### src/rtl/core/pse_pkg.sv
// Shared types, constants and the CRC byte update for the PNG stored-deflate encoder.
`default_nettype none
package pse_pkg;

  // Head of the input queue as seen by the back end
  typedef struct packed {
    logic       valid;
    logic [7:0] data;
  } head_t;

  localparam logic       REG_WIDTH  = 1'b0;
  localparam logic       REG_HEIGHT = 1'b1;

  localparam logic [31:0] CRC_POLY  = 32'hEDB88320;
  localparam logic [31:0] CRC_ONES  = 32'hFFFFFFFF;
  localparam logic [31:0] IEND_CRC  = 32'hAE426082;
  localparam logic [16:0] ADLER_MOD = 17'd65521;

  // Reflected CRC-32 over one byte, bitwise
  function automatic logic [31:0] crc32_step(input logic [31:0] c, input logic [7:0] b);
    logic [31:0] x;
    x = c ^ {24'd0, b};
    for (int k = 0; k < 8; k++) begin
      x = x[0] ? (CRC_POLY ^ (x >> 1)) : (x >> 1);
    end
    return x;
  endfunction

endpackage
`default_nettype wire

### src/rtl/core/pse_in_queue.sv
// Front end: two-entry queue that takes colour bytes and presents the head word.
`default_nettype none
module pse_in_queue
  import pse_pkg::*;
(
  input  wire logic       clk,
  input  wire logic       rst,
  input  wire logic       in_valid,
  output logic            in_stall,
  input  wire logic [7:0] pixel_byte,
  input  wire logic       pop,
  output head_t           head
);

  logic [7:0] slots [2];
  logic       rd_ptr;
  logic       wr_ptr;
  logic [1:0] count;
  logic       push;

  assign in_stall   = (count == 2'd2);
  assign push       = in_valid && !in_stall;
  assign head.valid = (count != 2'd0);
  assign head.data  = slots[rd_ptr];

  // Store incoming word
  always_ff @(posedge clk) begin
    if (push) begin
      slots[wr_ptr] <= pixel_byte;
    end
  end

  // Advance pointers and fill count
  always_ff @(posedge clk) begin
    if (rst) begin
      rd_ptr <= 1'b0;
      wr_ptr <= 1'b0;
      count  <= 2'd0;
    end else begin
      if (push) begin
        wr_ptr <= ~wr_ptr;
      end
      if (pop) begin
        rd_ptr <= ~rd_ptr;
      end
      count <= count + {1'b0, push} - {1'b0, pop};
    end
  end

endmodule
`default_nettype wire

### src/rtl/core/pse_seq.sv
// Back end: byte sequencer that builds the PNG stream, checksums and block framing.
`default_nettype none
module pse_seq
  import pse_pkg::*;
#(
  parameter int BLOCK_LIMIT = 65535
) (
  input  wire logic        clk,
  input  wire logic        rst,
  input  wire logic [13:0] image_width,
  input  wire logic [13:0] image_height,
  input  wire head_t       head,
  output logic             pop,
  output logic             out_valid,
  input  wire logic        out_stall,
  output logic [7:0]       out_byte,
  output logic             last_of_run,
  output logic             end_of_file
);

  localparam logic [2:0] P_START = 3'd0;
  localparam logic [2:0] P_HDR   = 3'd1;
  localparam logic [2:0] P_FBH   = 3'd2;
  localparam logic [2:0] P_FB    = 3'd3;
  localparam logic [2:0] P_PBH   = 3'd4;
  localparam logic [2:0] P_PB    = 3'd5;
  localparam logic [2:0] P_TRL   = 3'd6;

  localparam logic [15:0] LIMIT16 = 16'(BLOCK_LIMIT);
  localparam logic [29:0] LIMIT30 = 30'(BLOCK_LIMIT);
  localparam logic [5:0]  RUN_CAP = 6'd50;

  // Reciprocal of the block size, exact for numerators below 2^30
  localparam int          DIV_SHIFT = 30 + $clog2(BLOCK_LIMIT);
  localparam logic [30:0] BLK_RECIP =
    31'(((64'd1 << DIV_SHIFT) + 64'(BLOCK_LIMIT) - 64'd1) / 64'(BLOCK_LIMIT));

  logic [2:0]  ph;
  logic [5:0]  idx;
  logic [5:0]  cnt;
  logic        started;
  logic [31:0] crc;
  logic [31:0] ihdr_crc;
  logic [15:0] adl_lo;
  logic [15:0] adl_hi;
  logic [15:0] col;
  logic [15:0] blk;
  logic [29:0] raw_left;
  logic [29:0] raw_total;
  logic [29:0] blk_num;
  logic [31:0] idat_size;

  logic [2:0]  eph;
  logic [2:0]  raw_entry;
  logic [2:0]  ph_next;
  logic [13:0] eff_w;
  logic [13:0] eff_h;
  logic [15:0] row_len;
  logic [29:0] raw_prod;
  logic [15:0] blk_len;
  logic        bh_final;
  logic [29:0] raw_dec;
  logic [15:0] blk_dec;
  logic        slot_free;
  logic        suppress;
  logic        gen;
  logic        is_data;
  logic        natural_last;
  logic        trl_end;
  logic [7:0]  cur_byte;
  logic [31:0] ihdr_fin;
  logic [31:0] crc_fin;
  logic [29:0] div_num;
  logic [60:0] div_prod;
  logic [16:0] s1;
  logic [15:0] lo_n;
  logic [16:0] s2;
  logic [15:0] hi_n;
  logic [15:0] col_inc;

  function automatic logic [7:0] be_byte(input logic [31:0] w, input logic [1:0] k);
    logic [7:0] r;
    case (k)
      2'd0:    r = w[31:24];
      2'd1:    r = w[23:16];
      2'd2:    r = w[15:8];
      default: r = w[7:0];
    endcase
    return r;
  endfunction

  // Effective image size and raw data length
  assign eff_w    = (image_width == 14'd0) ? 14'd1 : image_width;
  assign eff_h    = (image_height == 14'd0) ? 14'd1 : image_height;
  assign row_len  = {2'b00, eff_w} + {1'b0, eff_w, 1'b0};
  assign raw_prod = {14'd0, row_len + 16'd1} * {16'd0, eff_h};

  // Block framing
  assign bh_final = (raw_left <= LIMIT30);
  assign blk_len  = bh_final ? raw_left[15:0] : LIMIT16;
  assign raw_dec  = raw_left - 30'd1;
  assign blk_dec  = blk - 16'd1;

  // Resolve the phase a new step opens with
  assign raw_entry = (col == 16'd0) ? ((blk == 16'd0) ? P_FBH : P_FB)
                                    : ((blk == 16'd0) ? P_PBH : P_PB);
  assign eph = (ph == P_START) ? (started ? raw_entry : P_HDR) : ph;

  assign slot_free = !out_valid || !out_stall;
  assign suppress  = (cnt >= RUN_CAP);
  assign gen       = head.valid && (slot_free || suppress);

  assign trl_end      = (idx == 6'd19);
  assign natural_last = ((eph == P_PB) && (raw_dec != 30'd0)) || ((eph == P_TRL) && trl_end);
  assign pop          = gen && natural_last;

  assign ihdr_fin = ihdr_crc ^ CRC_ONES;
  assign crc_fin  = crc ^ CRC_ONES;

  // Select the byte of the current position
  always_comb begin
    cur_byte = 8'd0;
    is_data  = 1'b0;
    unique case (eph)
      P_HDR: begin
        is_data = (idx >= 6'd37);
        case (idx)
          6'd0:  cur_byte = 8'd137;
          6'd1:  cur_byte = 8'd80;
          6'd2:  cur_byte = 8'd78;
          6'd3:  cur_byte = 8'd71;
          6'd4:  cur_byte = 8'd13;
          6'd5:  cur_byte = 8'd10;
          6'd6:  cur_byte = 8'd26;
          6'd7:  cur_byte = 8'd10;
          6'd11: cur_byte = 8'd13;
          6'd12: cur_byte = 8'h49;
          6'd13: cur_byte = 8'h48;
          6'd14: cur_byte = 8'h44;
          6'd15: cur_byte = 8'h52;
          6'd18: cur_byte = {2'b00, eff_w[13:8]};
          6'd19: cur_byte = eff_w[7:0];
          6'd22: cur_byte = {2'b00, eff_h[13:8]};
          6'd23: cur_byte = eff_h[7:0];
          6'd24: cur_byte = 8'd8;
          6'd25: cur_byte = 8'd2;
          6'd29, 6'd30, 6'd31, 6'd32: cur_byte = be_byte(ihdr_fin, 2'(idx - 6'd29));
          6'd33, 6'd34, 6'd35, 6'd36: cur_byte = be_byte(idat_size, 2'(idx - 6'd33));
          6'd37: cur_byte = 8'h49;
          6'd38: cur_byte = 8'h44;
          6'd39: cur_byte = 8'h41;
          6'd40: cur_byte = 8'h54;
          6'd41: cur_byte = 8'h78;
          6'd42: cur_byte = 8'h01;
          default: cur_byte = 8'd0;
        endcase
      end
      P_FBH, P_PBH: begin
        is_data = 1'b1;
        case (idx)
          6'd0:    cur_byte = {7'd0, bh_final};
          6'd1:    cur_byte = blk_len[7:0];
          6'd2:    cur_byte = blk_len[15:8];
          6'd3:    cur_byte = ~blk_len[7:0];
          default: cur_byte = ~blk_len[15:8];
        endcase
      end
      P_FB: begin
        is_data  = 1'b1;
        cur_byte = 8'd0;
      end
      P_PB: begin
        is_data  = 1'b1;
        cur_byte = head.data;
      end
      P_TRL: begin
        is_data = (idx < 6'd4);
        if (idx < 6'd4) begin
          cur_byte = be_byte({adl_hi, adl_lo}, idx[1:0]);
        end else if (idx < 6'd8) begin
          cur_byte = be_byte(crc_fin, idx[1:0]);
        end else if (idx < 6'd12) begin
          cur_byte = 8'd0;
        end else if (idx == 6'd12) begin
          cur_byte = 8'h49;
        end else if (idx == 6'd13) begin
          cur_byte = 8'h45;
        end else if (idx == 6'd14) begin
          cur_byte = 8'h4E;
        end else if (idx == 6'd15) begin
          cur_byte = 8'h44;
        end else begin
          cur_byte = be_byte(IEND_CRC, idx[1:0]);
        end
      end
      default: cur_byte = 8'd0;
    endcase
  end

  // Next phase after the current byte
  always_comb begin
    ph_next = eph;
    unique case (eph)
      P_HDR:   ph_next = (idx == 6'd42) ? P_FBH : P_HDR;
      P_FBH:   ph_next = (idx == 6'd4) ? P_FB : P_FBH;
      P_PBH:   ph_next = (idx == 6'd4) ? P_PB : P_PBH;
      P_FB:    ph_next = (raw_dec == 30'd0) ? P_TRL : ((blk_dec == 16'd0) ? P_PBH : P_PB);
      P_PB:    ph_next = (raw_dec == 30'd0) ? P_TRL : P_START;
      P_TRL:   ph_next = trl_end ? P_START : P_TRL;
      default: ph_next = P_START;
    endcase
  end

  // Block count by reciprocal, Adler sums and column count
  assign div_num  = raw_total + (LIMIT30 - 30'd1);
  assign div_prod = 61'(div_num) * 61'(BLK_RECIP);
  assign s1      = {1'b0, adl_lo} + {9'd0, cur_byte};
  assign lo_n    = (s1 >= ADLER_MOD) ? 16'(s1 - ADLER_MOD) : s1[15:0];
  assign s2      = {1'b0, adl_hi} + {1'b0, lo_n};
  assign hi_n    = (s2 >= ADLER_MOD) ? 16'(s2 - ADLER_MOD) : s2[15:0];
  assign col_inc = col + 16'd1;

  // Control state
  always_ff @(posedge clk) begin
    if (rst) begin
      ph      <= P_START;
      idx     <= 6'd0;
      cnt     <= 6'd0;
      started <= 1'b0;
    end else if (gen) begin
      ph  <= ph_next;
      idx <= (ph_next != eph) ? 6'd0 : idx + 6'd1;
      if (pop) begin
        cnt <= 6'd0;
      end else if (!suppress) begin
        cnt <= cnt + 6'd1;
      end
      if (eph == P_HDR && idx == 6'd42) begin
        started <= 1'b1;
      end else if (eph == P_TRL && trl_end) begin
        started <= 1'b0;
      end
    end
  end

  // Checksums and counters
  always_ff @(posedge clk) begin
    if (rst) begin
      crc      <= CRC_ONES;
      adl_lo   <= 16'd1;
      adl_hi   <= 16'd0;
      col      <= 16'd0;
      blk      <= 16'd0;
      raw_left <= 30'd0;
    end else if (gen) begin
      if (is_data) begin
        crc <= crc32_step(crc, cur_byte);
      end else if ((eph == P_HDR && idx == 6'd33) || (eph == P_TRL && trl_end)) begin
        crc <= CRC_ONES;
      end
      if (eph == P_HDR && idx == 6'd42) begin
        adl_lo   <= 16'd1;
        adl_hi   <= 16'd0;
        col      <= 16'd0;
        blk      <= 16'd0;
        raw_left <= raw_total;
      end
      if ((eph == P_FBH || eph == P_PBH) && idx == 6'd4) begin
        blk <= blk_len;
      end
      if (eph == P_FB || eph == P_PB) begin
        adl_lo   <= lo_n;
        adl_hi   <= hi_n;
        blk      <= blk_dec;
        raw_left <= raw_dec;
      end
      if (eph == P_PB) begin
        col <= (col_inc >= row_len) ? 16'd0 : col_inc;
      end
    end
  end

  // Image header CRC, block count and IDAT length
  always_ff @(posedge clk) begin
    if (gen && eph == P_HDR) begin
      if (idx == 6'd0) begin
        ihdr_crc  <= CRC_ONES;
        raw_total <= raw_prod;
      end
      if (idx >= 6'd12 && idx <= 6'd28) begin
        ihdr_crc <= crc32_step(ihdr_crc, cur_byte);
      end
      if (idx == 6'd1) begin
        blk_num <= 30'(div_prod >> DIV_SHIFT);
      end
      if (idx == 6'd32) begin
        idat_size <= {2'b00, raw_total} + {blk_num, 2'b00} + {2'b00, blk_num} + 32'd6;
      end
    end
  end

  // Output register
  always_ff @(posedge clk) begin
    if (rst) begin
      out_valid <= 1'b0;
    end else if (gen && !suppress) begin
      out_valid <= 1'b1;
    end else if (!out_stall) begin
      out_valid <= 1'b0;
    end
  end

  always_ff @(posedge clk) begin
    if (gen && !suppress) begin
      out_byte    <= cur_byte;
      last_of_run <= natural_last || (cnt == RUN_CAP - 6'd1);
      end_of_file <= (eph == P_TRL) && trl_end;
    end
  end

  a_eof_last: assert property (@(posedge clk) disable iff (rst)
    (out_valid && end_of_file) |-> last_of_run)
    else $error("end of file without end of run");

  a_blk_raw: assert property (@(posedge clk) disable iff (rst)
    started |-> ({14'd0, blk} <= raw_left))
    else $error("block count exceeds remaining raw data");

  a_pop_valid: assert property (@(posedge clk) disable iff (rst)
    pop |-> head.valid)
    else $error("pop from empty queue");

  a_hdr_idx: assert property (@(posedge clk) disable iff (rst)
    (ph == P_HDR) |-> (idx <= 6'd42))
    else $error("header index out of range");

  a_stop_trl: assert property (@(posedge clk) disable iff (rst)
    $fell(started) |-> $past(gen && eph == P_TRL))
    else $error("stream closed outside trailer");

endmodule
`default_nettype wire

### src/rtl/core/png_stored_deflate_encoder_unit.sv
// A colour byte enters a two-word queue, and its first output word is registered
// from the queue slot. Output runs at one word per cycle while out_stall is low.
// A plain colour byte yields one word; the first byte of a file adds 43 header words,
// a row start 1, a block start 5, the last byte 20 trailer words, set by the sequencer.
// Reset clears all control state; image_width and image_height return to 1.
`default_nettype none
module png_stored_deflate_encoder_unit
  import pse_pkg::*;
#(
  parameter int BLOCK_LIMIT = 65535
) (
  input  wire logic        clk,
  input  wire logic        rst,
  input  wire logic        cfg_write,
  input  wire logic        cfg_index,
  input  wire logic [13:0] cfg_data,
  input  wire logic        in_valid,
  output logic             in_stall,
  input  wire logic [7:0]  pixel_byte,
  output logic             out_valid,
  input  wire logic        out_stall,
  output logic [7:0]       out_byte,
  output logic             last_of_run,
  output logic             end_of_file
);

  logic [13:0] image_width;
  logic [13:0] image_height;
  head_t       head;
  logic        pop;

  // Hold configuration registers
  always_ff @(posedge clk) begin
    if (rst) begin
      image_width  <= 14'd1;
      image_height <= 14'd1;
    end else if (cfg_write) begin
      unique case (cfg_index)
        REG_WIDTH:  image_width  <= cfg_data;
        REG_HEIGHT: image_height <= cfg_data;
        default:    image_width  <= image_width;
      endcase
    end
  end

  pse_in_queue u_queue (
    .clk        (clk),
    .rst        (rst),
    .in_valid   (in_valid),
    .in_stall   (in_stall),
    .pixel_byte (pixel_byte),
    .pop        (pop),
    .head       (head)
  );

  pse_seq #(
    .BLOCK_LIMIT (BLOCK_LIMIT)
  ) u_seq (
    .clk          (clk),
    .rst          (rst),
    .image_width  (image_width),
    .image_height (image_height),
    .head         (head),
    .pop          (pop),
    .out_valid    (out_valid),
    .out_stall    (out_stall),
    .out_byte     (out_byte),
    .last_of_run  (last_of_run),
    .end_of_file  (end_of_file)
  );

endmodule
`default_nettype wire

### config.mk
export PLATFORM = sky130hd
export DESIGN_NAME = png_stored_deflate_encoder_unit
export DESIGN_NICKNAME = d
export VERILOG_FILES = /design/src/rtl/core/pse_pkg.sv /design/src/rtl/core/pse_in_queue.sv /design/src/rtl/core/pse_seq.sv /design/src/rtl/core/png_stored_deflate_encoder_unit.sv
export SDC_FILE = /design/constraint.sdc
export NUM_CORES = 2
export LEC_CHECK = 0
export ABC_AREA = 0
export BUFFER_PORTS_ARGS = -buffer_cell sky130_fd_sc_hd__buf_2
export CORE_MARGIN = 4
export CORE_UTILIZATION = 39
export CTS_CLUSTER_SIZE = 20
export DETAILED_ROUTE_END_ITERATION = 7
export HOLD_SLACK_MARGIN = 0.05
export PLACE_DENSITY_LB_ADDON = 0.05
export SLEW_MARGIN = 30
export SYNTH_ARGS = -nofsm -noshare
export SYNTH_HDL_FRONTEND = slang
export SYNTH_SLANG_ARGS = --single-unit
### constraint.sdc
create_clock -name clk -period 26 [get_ports clk]
set_clock_uncertainty 0.1 [all_clocks]
set_input_delay 2.6 -clock clk [delete_from_list [all_inputs] [get_ports clk]]
set_output_delay 2.6 -clock clk [all_outputs]
set_load 0.01 [all_outputs]
==> metrics.cfg <==
[status]
status=finished clean

[floorplanning]
ioPinCount=40
die_area_um2=87200
initial_core_util_pct=39.3
die_w_um=295
core.rowCount=105
die_h_um=295
core_area_um2=82000

[setup_path]
worstPathArrival_ns=11.13
r2r_cells=32
r2r_slack_ns=15.23
crit_type=flop to flop
cp-start-kind=flop
crit_fanout=35
cp_data_required_time_ns=26.36
critPathMaxStageDelay_ns=0.75
r2r_start=u_seq.idx[0]
worstSetupEndpointType=flop
cp_slowest_cell=a2111oi_0
regToRegEndpoint=u_seq.adl_hi[12]

[sta]
hold_violations=0
max_freq_ghz=0.0929
tightestPinTransition_ns=1.02
finalSetupViolCount=0
finalMaxSlewViolations=0
relSlewSlack_pct=31.9
finalSetupTns_ns=0
post-route-min-period_ns=10.77
period_share_pct=41.4
rsz0062_at_grt=no
setup_ws_ns=15.23

[synthesis]
synthFlopType=dfxtp_1
synth_cell_types=119
syn-num-nets=4266
synth_edf_count=135
synth-async-reset-ratio_pct=0
ys_seq_elements=311
yosysWarnings=0
yosysSeqAreaShare_pct=23.5
syn_avg_cell_area_um2=8.68
synth_cells=3712
synth_area_um2=32200

[layout]
multi_input_area_um2=22700
num-fill-cells=8223
final_nets=4217
drive_gt1_share_pct=7.36
area_delta_synth_final_pct=8.39
final_cells=4765
register_area_um2=7580
n_antenna_cell=0
final_area_um2=34900

[flow_run]
drv_cap=0

[detailed_routing]
viasPerCell=5.70
ant_nets=0
first_pass_iters=6
drt_iter0_markers=2077
wl_per_cell_um=21.9
vias=27175
drc=0
wl_um=104000

[clock_network]
clock_sinks=311
cts_tree=yes
cts_buffers=43
ctsHoldBuffers=0
cts_setup_buffers=0
cts_resized=0
clock_latency_ns=0.58
clk_pin_slew_worst_paths_ns=0.05
root_buffer=clkbuf_16
htree_levels=2
cts_max_path_buffers=3

[placement]
port_buffers=39
gp_congestion=0.934
dp.cells=4688
place_area_um2=33400
place_ws_ns=15.40
dpl.hpwl_um=80900

[worst_hold_path]
min-delay-start=u_seq.started
hold_depth=2
min_to=u_seq.started
min_path_type=flop to flop

[pwr]
vdd_drop_max_mv=0.0652
power.density_nw_per_um2=121
power.leakage_nw=14.5
p_total_w=0.00422

[global_routing]
grt_pass1_vias=26951
antenna_found_initial=3
grt_pass1_wl_um=162000
grt.total_usage_pct=23.8
grt_max_degree=83
overflow=0

[cells in the mapped netlist (8+ instances only)]
cell type | count | area [um2]
nand2_1 | 463 | 1740
ha_1 | 355 | 4440
inv_1 | 306 | 1150
nor2_1 | 253 | 950
xnor2_1 | 229 | 2010
a21oi_1 | 212 | 1060
dfxtp_1 | 176 | 3520
fa_1 | 171 | 3420
o21ai_0 | 162 | 811
clkbuf_1 | 142 | 533
edfxtp_1 | 135 | 4050
and2_1 | 110 | 688
xor2_1 | 96 | 841
nand3_1 | 68 | 340
nor3_1 | 59 | 295
o22ai_1 | 47 | 294
a21o_1 | 44 | 330
nand4_1 | 33 | 206
nor4_1 | 33 | 206
a22oi_1 | 30 | 225
and3_1 | 27 | 169
nor2b_1 | 26 | 163
nand2b_1 | 25 | 156
o31ai_1 | 22 | 165
mux2i_1 | 21 | 210
a211oi_1 | 19 | 143
o21a_1 | 19 | 143
a31oi_1 | 18 | 113
or2_2 | 17 | 106
or3_1 | 17 | 106
a222oi_1 | 16 | 160
nor3b_1 | 16 | 120
nor4b_1 | 16 | 140
o21bai_1 | 15 | 113
buf_1 | 14 | 52.6
or4_1 | 14 | 105
xnor2_2 | 14 | 228
buf_2 | 13 | 65.1
nand3b_1 | 12 | 90.1
a32o_1 | 11 | 110
o211ai_1 | 10 | 75.1
o221ai_1 | 9 | 78.8
a211o_1 | 8 | 70.1
nand4b_1 | 8 | 70.1
[kinds of logic after synthesis]
group,Yosys count,synth area share [%]
and+or+nand+nor,1240,18.9
DFF,311,23.5
other,1,0.0116
adders and majority gates,526,24.4
AOI/OAI and AO/OA,756,15.4
buffers and inverters,498,6.24
muxes,29,1.04
xor gates and xnor gates,351,10.4
[power by group]
part           internal (W)  total (W)  switching (W)
Clock              0.000369   0.000608       0.000239
Sequential         0.000646   0.000803       0.000157
Combinational       0.00112    0.00281        0.00168
[per-layer routing]
layer / share of wire (%) / GRT usage [%] / up-vias
met5: 0 / 0 / -
met4: 3.7 / 8.03 / 0
met3: 5.4 / 3.20 / 205
met2: 47 / 39.8 / 879
met1: 44 / 31.7 / 13278
li1: - / - / 12813
[cells in the final DEF (no fill, tap or decap), types with 20 or more instances in the layout]
master	synthesis	layout
edfxtp_1	135	135
nor2_1	253	245
clkbuf_16	0	44
o22ai_1	47	46
o31ai_1	22	20
nand3_1	68	68
nand2_1	463	462
xor2_1	96	95
dfxtp_1	176	176
nor4_1	33	33
a21oi_1	212	210
o21ai_0	162	161
xnor2_1	229	226
nand2b_1	25	25
nand4_1	33	33
a22oi_1	30	30
and2_1	110	110
mux2i_1	21	21
a21o_1	44	44
fa_1	171	171
inv_1	306	306
nor2b_1	26	25
buf_2	13	38
ha_1	355	354
buf_4	6	57
nor3_1	59	59
and3_1	27	27
[sequential cells by signal (all words and copies together) (netlist names), 8 cells and up, named ones only]
register	flops
u_seq.adl_lo	16
image_width	14
u_seq.adl_hi	16
u_seq.crc	32
u_seq.ihdr_crc	32
u_queue.slots	16
image_height	14
u_seq.blk_num	15
u_seq.col	16
u_seq.raw_total	30
u_seq.idat_size	32
u_seq.out_byte	8
u_seq.raw_left	30
u_seq.blk	16
[worst max-delay path, delay by kind of cell, from the launching register on]
kind            cells  cell delay (ns)
compound gates     15             5.03
simple gates        7             2.48
fa+ha+maj           3             1.00
buf+inv             4             0.74
xor+xnor            2             0.60
flops               1             0.45
mux                 1             0.25
[worst max path at each step]
stage | from | to | slack (ns)
5_1_grt | u_seq.idx[0] | u_seq.adl_hi[12] | 14.49
3_3_place_gp | image_width[4] | u_seq.raw_total[29] | 15.58
4_1_cts | u_seq.idx[0] | u_seq.adl_hi[12] | 15.33
6_report | u_seq.idx[0] | u_seq.adl_hi[12] | 15.23
2_1_floorplan | image_width[2] | u_seq.raw_total[29] | 16.67
3_5_place_dp | u_seq.idx[0] | u_seq.adl_hi[12] | 15.40
[layout make-up]
type                            count  share of cell area (%)
Clock inverter                     22                   0.767
Clock buffer                       55                    3.36
Timing Repair Buffer               97                    1.89
Inverter                          307                    3.30
Multi-Input combinational cell   2903                    65.1
Tap cell                         1070                    3.83
Sequential cell                   311                    21.7
[stage by stage]
step / utilization, % / hold slack, ns
3_3_place_gp: 40.7 / 0.351
2_1_floorplan: - / 0.337
3_5_place_dp: 40.8 / 0.362
5_1_grt: 42.6 / 0.397
6_report: 42.6 / 0.368
4_1_cts: 42.5 / 0.370
Note: power is estimated with default switching activity, not from simulation.
